<file path="src/design/dq_pkg.sv">
package dq_pkg;

   localparam int DATA_W = 32;
   localparam int OP_W   = 3;
   localparam int ST_W   = 2;
   localparam int CNT_W  = 5;

   localparam logic [OP_W-1:0] OP_PUSH_FRONT = 3'd0;
   localparam logic [OP_W-1:0] OP_PUSH_BACK  = 3'd1;
   localparam logic [OP_W-1:0] OP_POP_FRONT  = 3'd2;
   localparam logic [OP_W-1:0] OP_POP_BACK   = 3'd3;
   localparam logic [OP_W-1:0] OP_REVERSE    = 3'd4;
   localparam logic [OP_W-1:0] OP_SWAP       = 3'd5;

   localparam logic [ST_W-1:0] ST_OK    = 2'd0;
   localparam logic [ST_W-1:0] ST_EMPTY = 2'd1;
   localparam logic [ST_W-1:0] ST_FULL  = 2'd2;
   localparam logic [ST_W-1:0] ST_FEW   = 2'd3;

   localparam logic signed [DATA_W-1:0] POP_EMPTY = -32'sd1;

   typedef struct packed {
      logic signed [DATA_W-1:0] popped;
      logic [ST_W-1:0]          status;
      logic [CNT_W-1:0]         count;
   } rsp_type;

endpackage

</file>
<file path="src/design/dq_mem.sv">
module dq_mem #(
   parameter int DEPTH = 16
) (
   input  logic                               clock,
   input  logic                               reset,
   input  logic                               we,
   input  logic [$clog2(DEPTH)-1:0]           waddr,
   input  logic signed [dq_pkg::DATA_W-1:0]   wdata,
   input  logic [$clog2(DEPTH)-1:0]           raddr0,
   input  logic [$clog2(DEPTH)-1:0]           raddr1,
   output logic signed [dq_pkg::DATA_W-1:0]   rdata0,
   output logic signed [dq_pkg::DATA_W-1:0]   rdata1
);
   import dq_pkg::*;

   logic signed [DATA_W-1:0] mem [DEPTH];
   logic signed [DATA_W-1:0] rd0_ff;
   logic signed [DATA_W-1:0] rd1_ff;
   logic signed [DATA_W-1:0] wd_ff;
   logic                     fwd0_ff;
   logic                     fwd0_in;
   logic                     fwd1_ff;
   logic                     fwd1_in;

   always_ff @(posedge clock) begin
      if (we) begin
         mem[waddr] <= wdata;
      end
      rd0_ff <= mem[raddr0];
      rd1_ff <= mem[raddr1];
      wd_ff  <= wdata;
   end

   // write-through bypass for a read of the slot written in the same cycle
   assign fwd0_in = we && (waddr == raddr0);
   assign fwd1_in = we && (waddr == raddr1);

   always_ff @(posedge clock) begin
      if (reset) begin
         fwd0_ff <= 1'b0;
         fwd1_ff <= 1'b0;
      end else begin
         fwd0_ff <= fwd0_in;
         fwd1_ff <= fwd1_in;
      end
   end

   assign rdata0 = fwd0_ff ? wd_ff : rd0_ff;
   assign rdata1 = fwd1_ff ? wd_ff : rd1_ff;

   a_bypass0: assert property (@(posedge clock) disable iff (reset)
      (we && (waddr == raddr0)) |=> (rdata0 == $past(wdata)))
      else $error("front read misses same-cycle write");

   a_bypass1: assert property (@(posedge clock) disable iff (reset)
      (we && (waddr == raddr1)) |=> (rdata1 == $past(wdata)))
      else $error("back read misses same-cycle write");

endmodule

</file>
<file path="src/design/dq_ctrl.sv">
module dq_ctrl #(
   parameter int DEPTH = 16
) (
   input  logic                               clock,
   input  logic                               reset,
   input  logic                               acc,
   input  logic [dq_pkg::OP_W-1:0]            op,
   input  logic signed [dq_pkg::DATA_W-1:0]   val,
   input  logic signed [dq_pkg::DATA_W-1:0]   fv,
   input  logic signed [dq_pkg::DATA_W-1:0]   bv,
   output logic                               we,
   output logic [$clog2(DEPTH)-1:0]           waddr,
   output logic signed [dq_pkg::DATA_W-1:0]   wdata,
   output logic [$clog2(DEPTH)-1:0]           raddr0,
   output logic [$clog2(DEPTH)-1:0]           raddr1,
   output logic                               busy,
   output dq_pkg::rsp_type                    rsp
);
   import dq_pkg::*;

   localparam int AW = $clog2(DEPTH);
   localparam int CW = $clog2(DEPTH + 1);

   function automatic logic [AW-1:0] inc(input logic [AW-1:0] x);
      return (x == AW'(DEPTH - 1)) ? '0 : x + AW'(1);
   endfunction

   function automatic logic [AW-1:0] dec(input logic [AW-1:0] x);
      return (x == '0) ? AW'(DEPTH - 1) : x - AW'(1);
   endfunction

   logic [AW-1:0]            front_ff, front_in;
   logic [AW-1:0]            back_ff, back_in;
   logic [CW-1:0]            count_ff, count_in;
   logic                     rev_ff, rev_in;
   logic                     pend_ff, pend_in;
   logic [AW-1:0]            pwaddr_ff, pwaddr_in;
   logic signed [DATA_W-1:0] pwdata_ff, pwdata_in;

   logic [AW-1:0] front_out;
   logic [AW-1:0] front_step;
   logic [AW-1:0] back_out;
   logic [AW-1:0] back_step;
   logic          empty;
   logic          full;
   logic          few;

   always_comb begin
      front_out  = rev_ff ? inc(front_ff) : dec(front_ff);
      front_step = rev_ff ? dec(front_ff) : inc(front_ff);
      back_out   = rev_ff ? dec(back_ff) : inc(back_ff);
      back_step  = rev_ff ? inc(back_ff) : dec(back_ff);
      empty      = (count_ff == '0);
      full       = (count_ff >= CW'(DEPTH));
      few        = (count_ff < CW'(2));

      front_in   = front_ff;
      back_in    = back_ff;
      count_in   = count_ff;
      rev_in     = rev_ff;
      pend_in    = 1'b0;
      pwaddr_in  = pwaddr_ff;
      pwdata_in  = pwdata_ff;
      // second write of a swap
      we         = pend_ff;
      waddr      = pwaddr_ff;
      wdata      = pwdata_ff;
      rsp.popped = '0;
      rsp.status = ST_OK;

      if (acc) begin
         unique case (op)
            OP_PUSH_FRONT: begin
               if (full) begin
                  rsp.status = ST_FULL;
               end else begin
                  we       = 1'b1;
                  waddr    = front_out;
                  wdata    = val;
                  front_in = front_out;
                  if (empty) begin
                     back_in = front_out;
                  end
                  count_in = count_ff + CW'(1);
               end
            end
            OP_PUSH_BACK: begin
               if (full) begin
                  rsp.status = ST_FULL;
               end else begin
                  we       = 1'b1;
                  waddr    = empty ? front_ff : back_out;
                  wdata    = val;
                  back_in  = empty ? front_ff : back_out;
                  count_in = count_ff + CW'(1);
               end
            end
            OP_POP_FRONT: begin
               if (empty) begin
                  rsp.popped = POP_EMPTY;
                  rsp.status = ST_EMPTY;
               end else begin
                  rsp.popped = fv;
                  front_in   = front_step;
                  count_in   = count_ff - CW'(1);
               end
            end
            OP_POP_BACK: begin
               if (empty) begin
                  rsp.popped = POP_EMPTY;
                  rsp.status = ST_EMPTY;
               end else begin
                  rsp.popped = bv;
                  back_in    = back_step;
                  count_in   = count_ff - CW'(1);
               end
            end
            OP_REVERSE: begin
               rev_in = !rev_ff;
               if (!empty) begin
                  front_in = back_ff;
                  back_in  = front_ff;
               end
            end
            OP_SWAP: begin
               if (few) begin
                  rsp.status = ST_FEW;
               end else begin
                  we        = 1'b1;
                  waddr     = front_ff;
                  wdata     = bv;
                  pend_in   = 1'b1;
                  pwaddr_in = back_ff;
                  pwdata_in = fv;
               end
            end
            default: begin
            end
         endcase
      end

      rsp.count = CNT_W'(count_in);
   end

   assign raddr0 = front_in;
   assign raddr1 = back_in;
   assign busy   = pend_ff;

   always_ff @(posedge clock) begin
      if (reset) begin
         front_ff <= '0;
         back_ff  <= '0;
         count_ff <= '0;
         rev_ff   <= 1'b0;
         pend_ff  <= 1'b0;
      end else begin
         front_ff <= front_in;
         back_ff  <= back_in;
         count_ff <= count_in;
         rev_ff   <= rev_in;
         pend_ff  <= pend_in;
      end
   end

   always_ff @(posedge clock) begin
      pwaddr_ff <= pwaddr_in;
      pwdata_ff <= pwdata_in;
   end

   a_count_bound: assert property (@(posedge clock) disable iff (reset)
      count_ff <= CW'(DEPTH))
      else $error("entry count above depth");

   a_pend_once: assert property (@(posedge clock) disable iff (reset)
      pend_ff |=> !pend_ff)
      else $error("swap write pending for two cycles");

   a_pend_no_transfer: assert property (@(posedge clock) disable iff (reset)
      pend_ff |-> !acc)
      else $error("transfer taken during swap write");

endmodule

</file>
<file path="src/design/double_ended_queue.sv">
// Bounded double-ended queue of signed 32-bit values, DEPTH entries deep. Every request
// transfer gives exactly one response transfer, registered in the next cycle. Push, pop
// and reverse accept one request per cycle while no response is held under rsp_stall;
// a swap of the end entries that succeeds stalls the next request, because the second
// slot write goes through the single memory write port in the following cycle, during
// which req_stall is high. The front and back values are prefetched from the slot
// memory every cycle with write bypass, so pops read no memory on the request path.
// req_stall is also high while a response waits in the output register under rsp_stall.
// rsp_count is the held entry count modulo 32.
module double_ended_queue #(
   parameter int DEPTH = 16
) (
   input  logic                               clock,
   input  logic                               reset,
   input  logic                               req_valid,
   output logic                               req_stall,
   input  logic [dq_pkg::OP_W-1:0]            req_opcode,
   input  logic signed [dq_pkg::DATA_W-1:0]   req_value,
   output logic                               rsp_valid,
   input  logic                               rsp_stall,
   output logic signed [dq_pkg::DATA_W-1:0]   rsp_popped,
   output logic [dq_pkg::ST_W-1:0]            rsp_status,
   output logic [dq_pkg::CNT_W-1:0]           rsp_count
);
   import dq_pkg::*;

   localparam int AW = $clog2(DEPTH);

   logic                     acc;
   logic                     busy;
   logic                     we;
   logic [AW-1:0]            waddr;
   logic signed [DATA_W-1:0] wdata;
   logic [AW-1:0]            raddr0;
   logic [AW-1:0]            raddr1;
   logic signed [DATA_W-1:0] fv;
   logic signed [DATA_W-1:0] bv;
   rsp_type                  rsp;
   rsp_type                  rsp_ff;
   logic                     rsp_valid_ff;
   logic                     rsp_valid_in;

   assign req_stall    = busy || (rsp_valid_ff && rsp_stall);
   assign acc          = req_valid && !req_stall;
   assign rsp_valid_in = acc || (rsp_valid_ff && rsp_stall);

   dq_ctrl #(
      .DEPTH(DEPTH)
   ) u_ctrl (
      .clock (clock),
      .reset (reset),
      .acc   (acc),
      .op    (req_opcode),
      .val   (req_value),
      .fv    (fv),
      .bv    (bv),
      .we    (we),
      .waddr (waddr),
      .wdata (wdata),
      .raddr0(raddr0),
      .raddr1(raddr1),
      .busy  (busy),
      .rsp   (rsp)
   );

   dq_mem #(
      .DEPTH(DEPTH)
   ) u_mem (
      .clock (clock),
      .reset (reset),
      .we    (we),
      .waddr (waddr),
      .wdata (wdata),
      .raddr0(raddr0),
      .raddr1(raddr1),
      .rdata0(fv),
      .rdata1(bv)
   );

   always_ff @(posedge clock) begin
      if (reset) begin
         rsp_valid_ff <= 1'b0;
      end else begin
         rsp_valid_ff <= rsp_valid_in;
      end
   end

   always_ff @(posedge clock) begin
      if (acc) begin
         rsp_ff <= rsp;
      end
   end

   assign rsp_valid  = rsp_valid_ff;
   assign rsp_popped = rsp_ff.popped;
   assign rsp_status = rsp_ff.status;
   assign rsp_count  = rsp_ff.count;

endmodule
</file>
<file path="config.mk">
export PLATFORM = sky130hd
export DESIGN_NAME = double_ended_queue
export DESIGN_NICKNAME = d
export VERILOG_FILES = /design/src/design/dq_pkg.sv /design/src/design/dq_mem.sv /design/src/design/dq_ctrl.sv /design/src/design/double_ended_queue.sv
export SDC_FILE = /design/constraint.sdc
export NUM_CORES = 1
export LEC_CHECK = 0
export ABC_AREA = 1
export BUFFER_PORTS_ARGS = -buffer_cell sky130_fd_sc_hd__buf_2
export CAP_MARGIN = 40
export CORE_ASPECT_RATIO = 2
export CORE_MARGIN = 5
export CORE_UTILIZATION = 51
export CTS_BUF_LIST = sky130_fd_sc_hd__clkbuf_8
export DETAILED_ROUTE_END_ITERATION = 8
export PLACE_DENSITY = 0.74
export SLEW_MARGIN = 5
export SYNTH_ARGS = -nofsm -noshare
export SYNTH_HDL_FRONTEND = slang
export SYNTH_SLANG_ARGS = --single-unit
</file>
<file path="constraint.sdc">
create_clock -name clock -period 3.77 [get_ports clock]
set_input_delay 0.754 -clock clock [delete_from_list [all_inputs] [get_ports clock]]
set_output_delay 0.754 -clock clock [all_outputs]
set_load 0.005 [all_outputs]
</file>
=== Word level (Yosys, flattened, before mapping) ===
Memory sizes are Yosys's and may differ from the RTL's. A register that Yosys moved wholly into a read port is not among the register bits.
Index checks and enable logic that the tools add are counted.

* Register bits after elaboration: 125
* RAM bits: 512
* Input bits: 39
* Output and inout port bits: 41
* Memories: 1

{| class="wikitable"
|+ Memory list
! name !! words !! width !! read ports !! clocked after memory_dff !! write ports !! line !! RTL
|-
| u_mem.mem || 16 || 32 || 2 || 2 || 1 || dq_mem.sv:16 || <nowiki>logic signed [DATA_W-1:0] mem [DEPTH];</nowiki>
|}

* Add/subtract/negate cells: 6
* $lt $le $gt $ge: 2
* Equal/unequal tests: 9
* Muxes and demuxes: 50
* Bitwise logic cells: 3
* Reduce and logical (&&, ||, !) cells: 17

{| class="wikitable"
|+ Operators with widths
! kind !! number
|-
| two-way mux 32 bit || 7
|-
| one-hot mux 32 bit (2 select lines) || 2
|-
| two-way mux 4 bit || 23
|-
| one-hot mux 4 bit (3 select lines) || 2
|-
| one-hot mux 4 bit (4 select lines) || 1
|-
| two-way mux 5 bit || 3
|-
| one-hot mux 5 bit (2 select lines) || 1
|-
| adder 4 x 1 -> 4 bit (second input constant) || 2
|-
| equality test 4 bit || 2
|-
| equality test 4 bit (second input constant) || 2
|-
| logical NOT 4 bit || 2
|-
| subtractor 4 x 1 -> 4 bit (second input constant) || 2
|-
| two-way mux 1 bit || 7
|-
| equality test 3 x 2 -> 1 bit (second input constant) || 2
|-
| equality test 3 bit (second input constant) || 2
|-
| one-hot mux 2 bit (3 select lines) || 1
|-
| adder 5 x 1 -> 5 bit (second input constant) || 1
|-
| >= comparator 5 bit (second input constant) || 1
|-
| logical NOT 5 bit || 1
|-
| less-than comparator 5 x 2 -> 1 bit (second input constant) || 1
|-
| subtractor 5 x 1 -> 5 bit (second input constant) || 1
|-
| logical AND 1 bit || 4
|-
| two-way mux 2 bit || 2
|-
| OR reduction 2 bit || 2
|-
| other kinds (9) || 13
|}

=== Longest topological paths before layout ===
* Depth in word-level cells: 9
* Gate-level depth with buffers: 20
* Mapped depth without buffers: 20

=== Modules after synthesis ===
From an unflattened synthesis, not the netlist that was laid out.

* Cell total of the unflattened synthesis: 4128
* Area, all modules: 35741.8 sq um

{| class="wikitable"
|+ By module, submodules not included
! module !! times used !! cells an instance !! area each (sq um)
|-
| dq_mem || 1 || 3445 || 30232.7
|-
| dq_ctrl || 1 || 634 || 4274.1
|-
| double_ended_queue || 1 || 49 || 1234.9
|}

=== Worst setup path before layout ===
No wires, ideal clock.

* Path kind: in2reg
* Start: in req_opcode[2] (netlist name)
* End: mem u_mem.mem[11][0], enable pin
* Setup time: 421 ps
* Data arrival time: 3535 ps
* Required time: 3349 ps
* Setup slack: -186 ps
* Stages on the path: 15
* Path buffers: 2
* Cell sequence: buf_2 > inv_2 > nand3_1 > nand2_1 > inv_2 > nand2_1 > nand2_1 > buf_2 > o21ai_0 > nand2_1 > nand2_1 > inv_1 > nor2_1 > nand2_1 > nor2_1

* Word-level cells in the longest chain between the ends: 6

{| class="wikitable"
|+ RTL lines
! item !! line !! RTL
|-
| start: declaration || double_ended_queue.sv:17 || <nowiki>input logic [dq_pkg::OP_W-1:0] req_opcode,</nowiki>
|-
| equality test 3 x 1 -> 1 bit / logical NOT 3 bit (equally long branches) || dq_ctrl.sv:72 || <nowiki>unique case (op)</nowiki>
|-
| OR reduction 2 bit (no line) || -- ||
|-
| one-hot mux 1 bit (2 select lines) || dq_ctrl.sv:72 ||
|-
| two-way mux 1 bit || dq_ctrl.sv:71 || <nowiki>if (acc) begin</nowiki>
|-
| two-way mux 1 bit || dq_mem.sv:26 || <nowiki>if (we) begin</nowiki>
|-
| two-way mux 1 bit (implied by the code) || dq_mem.sv:27 || <nowiki>mem[waddr] <= wdata;</nowiki>
|-
| end: declaration || dq_mem.sv:16 ||
|}

Parallel ways exist; a longest one is shown, timed or not.

=== Worst setup path in the final report ===
* Start: reg u_ctrl.count_ff[0]
* End: reg u_mem.rd0_ff[20], read port of u_mem.mem

* Word-level cells in the longest chain between the ends: 4

{| class="wikitable"
|+ RTL lines
! item !! line !! RTL
|-
| start: declaration || dq_ctrl.sv:34 || <nowiki>logic [CW-1:0] count_ff, count_in;</nowiki>
|-
| start signal: assignment || dq_ctrl.sv:159 || <nowiki>count_ff <= count_in;</nowiki>
|-
| >= comparator 5 bit / logical NOT 5 bit (equally long branches) || dq_ctrl.sv:54, dq_ctrl.sv:53 ||
|-
| two-way mux 4 bit (on tied branches) || dq_ctrl.sv:74, dq_ctrl.sv:99, dq_ctrl.sv:120 ||
|-
| one-hot mux 4 bit (3 select lines) * || dq_ctrl.sv:72 ||
|-
| two-way mux 4 bit * || dq_ctrl.sv:71 ||
|-
| end: declaration || dq_mem.sv:17 || <nowiki>logic signed [DATA_W-1:0] rd0_ff;</nowiki>
|}

Every way passes the cells marked *; elsewhere a longest branch is shown, timed or not.
A chain may end at the register's enable or synchronous reset.

==> summary.txt <==
Status - completed
Final Slew Violations - 0
Mux share of post-synthesis cell area - 1.178%
Ys flop type - edfxtp_1
Syn_nets - 4299
Crit Path Max Fanout - 222
Hold Path Cell Cnt - 4
Slew HR - 20.26%
Vias per cell - 6.002
Wirelength per Cell - 21.38 um
Post-synthesis simple-gate area fraction - 30.43%
Seq/Total Area, Yosys - 54.79%
Core Area - 70790 um2
Min-delay worst type - in -> reg
MaxCap Viol Count - 0
Clock buffer depth - 3
Ranking of synthesized cells by area - edfxtp_1, nand3_1, nand2_1
Clock slew at reported path FFs - 70 ps
Gate Count Post-Synth - 4253
I/O Pins - 80
Latest clock arrival within the worst-skew pair - 760 ps
Starting DRT DRC Count - 4370
Flop and latch count out of synthesis - 701
Path depth of the worst reg2reg path - 16
Post-Syn Area - 36340 um2
Final ANT Viol Nets - 0
CTS Root Buffer Type - clkbuf_8
First-pass GRT wire length - 171.6 mm
Synth unique cells - 44
Drt pass-1 iters - 7
Final setup viols - 0
Chip width - 198.7 um
FMAX - 278.3 MHz
Drc violations - 0
Remaining global-route overflow - 0
Height of the die - 387.5 um
Gpl congestion - 0.9531
Async SR Flop Fraction - 0%
Setup slack, reg-to-reg - 180 ps
EDFF count, synth - 587
Setup TNS - 0 ps
Most frequent cell after synthesis - nand3_1
Post-Place Cells - 5053
Initial Util - 51.33%
Avg Synthesized Cell Area - 8.544 um2
Input/output buffers - 79
Synth cell count leaders - nand3_1, nand2_1, edfxtp_1
Row count - 138
Fraction of the mapped netlist area in adder cells - 0.2410%
Hold Path End - rsp_valid$_SDFF_PP0_
Die ar. - 77010 um2
Fillers - 6104
Yosys top cell area share - 48.51%
Pin count of the biggest net entering global routing - 223
CTS Hold Bufs - 0
Worst hold path startpoint - rsp_stall
CTS tree - yes
Tmin final - 3594 ps
H-tree levels - 3
Final design utilization - 56.68%
Critical path endpoint category - register
Post-Layout Cell Count - 5224
Pwr Density - 466.1 nW/um2
Fin nets - 4283
Yosys warnings - 0
Reg2reg start - u_ctrl.count_ff[0]$_SDFF_PP0_
DP HPWL - 66.18 mm
Startpoint types - register
Lkg Pwr - 17.40 nW
CTS buffer count - 91
Area grow syn2layout - 10.43%
Power Total - 18.70 mW
Yosys top cell by area - edfxtp_1
Largest family of logic cells by synthesized area - simple AND/OR/NAND/NOR gates
WS Path Type - reg -> reg
Setup WS pre-CTS - 246.5 ps
Arr. time, crit path - 4220 ps
Compound-Gate Fraction of Synth Area - 2.834%
XOR/XNOR Fraction of Synth Area - 0.1687%
VDD IR max - 377.4 uV
Worst EP required - 4390 ps
Worst Max-Slew Pin Slew - 1196 ps
Vias - 31354
Global Route Usage Sum - 28.38%
Final WL - 111.7 mm
Final setup margin - 176.5 ps
Share of cells above drive strength 1 - 10.34%
Vias in the first global route - 30571
Share of the clock period used by the worst path - 95.32%
Total clock sinks - 701
Setup Skew - 49.67 ps
RSZ-0062 raised after global routing - no
Final Hold Viols - 0
Initial antenna violation count - 5
R2R Path End - u_mem.rd0_ff[20]$_DFF_P_
==> sequential cells by signal, summed over array words and instances (netlist names) <==
name              count
u_ctrl.back_ff        4
u_ctrl.count_ff       5
u_ctrl.front_ff       4
u_ctrl.pwdata_ff     32
u_mem.rd1_ff         32
u_ctrl.busy           1
u_mem.wd_ff          32
u_mem.mem           512
u_mem.fwd1_ff         1
rsp_popped           32
u_mem.rd0_ff         32
u_mem.fwd0_ff         1
rsp_count             5
rsp_valid             1
u_ctrl.rev_ff         1
u_ctrl.pwaddr_ff      4
rsp_status            2
==> routing by layer <==
layer / track usage, % / part of all wire (%)
met1: 34.61 / 34
met2: 47.36 / 49
met3: 5.265 / 11
met4: 15.34 / 5.8
met5: 0 / 0.024
==> cell usage in the layout (no fill, tap or decap), drive strengths merged, types with 9 or more instances in the layout <==
| master | n |
|---|---|
| nand2 | 845 |
| o211ai | 21 |
| buf | 206 |
| a21oi | 32 |
| clkinv | 32 |
| inv | 612 |
| nor2 | 81 |
| o21ai | 98 |
| dfxtp | 114 |
| a22oi | 20 |
| bufinv | 9 |
| mux2 | 38 |
| nand3 | 1485 |
| edfxtp | 587 |
| clkbuf | 97 |
==> worst max path at each step <==
stage / cells after the start / to / from / slack [ps]
after CTS: 19 / u_mem.mem[15][0]$_DFFE_PP_ / u_ctrl.count_ff[0]$_SDFF_PP0_ / 320
final: 16 / u_mem.rd0_ff[20]$_DFF_P_ / u_ctrl.count_ff[0]$_SDFF_PP0_ / 180
after global placement: 13 / u_mem.rd0_ff[20]$_DFF_P_ / req_opcode[0] / 300
after detailed placement: 12 / u_mem.mem[15][29]$_DFFE_PP_ / req_opcode[2] / 250
after floorplan: 15 / u_mem.mem[11][0]$_DFFE_PP_ / req_opcode[2] / -190
after global routing: 19 / u_mem.mem[14][1]$_DFFE_PP_ / u_ctrl.count_ff[0]$_SDFF_PP0_ / 8
==> power breakdown <==
group          internal (mW)  leakage (nW)  switching, mW
combinational           1.11          10.0           2.62
sequential              8.77          6.29          0.188
clock                   3.05          1.09           2.96
total                   12.9          17.4           5.77
==> final cells by class <==
type / instances / area, um2 / share of cell area, %
repair buffers: 206 / 2024 / 5.045
well taps: 910 / 1139 / 2.838
clock buffers: 97 / 1335 / 3.327
diodes: 1 / 2.502 / 0.006236
clock inverters: 72 / 599.3 / 1.494
flip-flops and latches: 701 / 19910 / 49.62
inverters: 584 / 2197 / 5.476
multi-input cells: 2653 / 12920 / 32.19
==> logic make-up (layout without fill, tap and decap cells) <==
group,after synthesis,after routing
AO/OA/AOI/OAI,178,178
XOR/XNOR,7,7
adder cells (fa/ha/maj),7,7
buffers and inverters,899,959
flip-flops,701,701
multiplexers,38,38
other,0,1
AND/OR/NAND/NOR,2423,2423
==> repair_timing <==
| action | CTS | global route |
|---|---|---|
| gates resized for setup | 0 | 1 |
| buffers inserted | 0 | 1 |
| setup endpoints to repair | 0 | 34 |
==> per-stage QoR <==
step	hold slack, ps	instance area [um2]
after global placement	530.9	38140
after floorplan	402.9	36350
final	402.6	40130
after CTS	368.3	40100
after global routing	428.5	40130
after detailed placement	538.7	38160
==> critical path, cell delays in order (launching register included) <==
cell      delay [ps]
dfxtp_1          390
inv_1             90
ha_1             200
inv_1             90
nor2_4            60
nand2_4          180
clkinv_2          90
nand2_1          130
nand3_1          160
nand4_4          170
buf_12           730
buf_4            410
nand3_1          110
nand3_1          110
nand3_1          130
nand3_1          130
nand2_1           70
(Power assumes the default switching activity.)
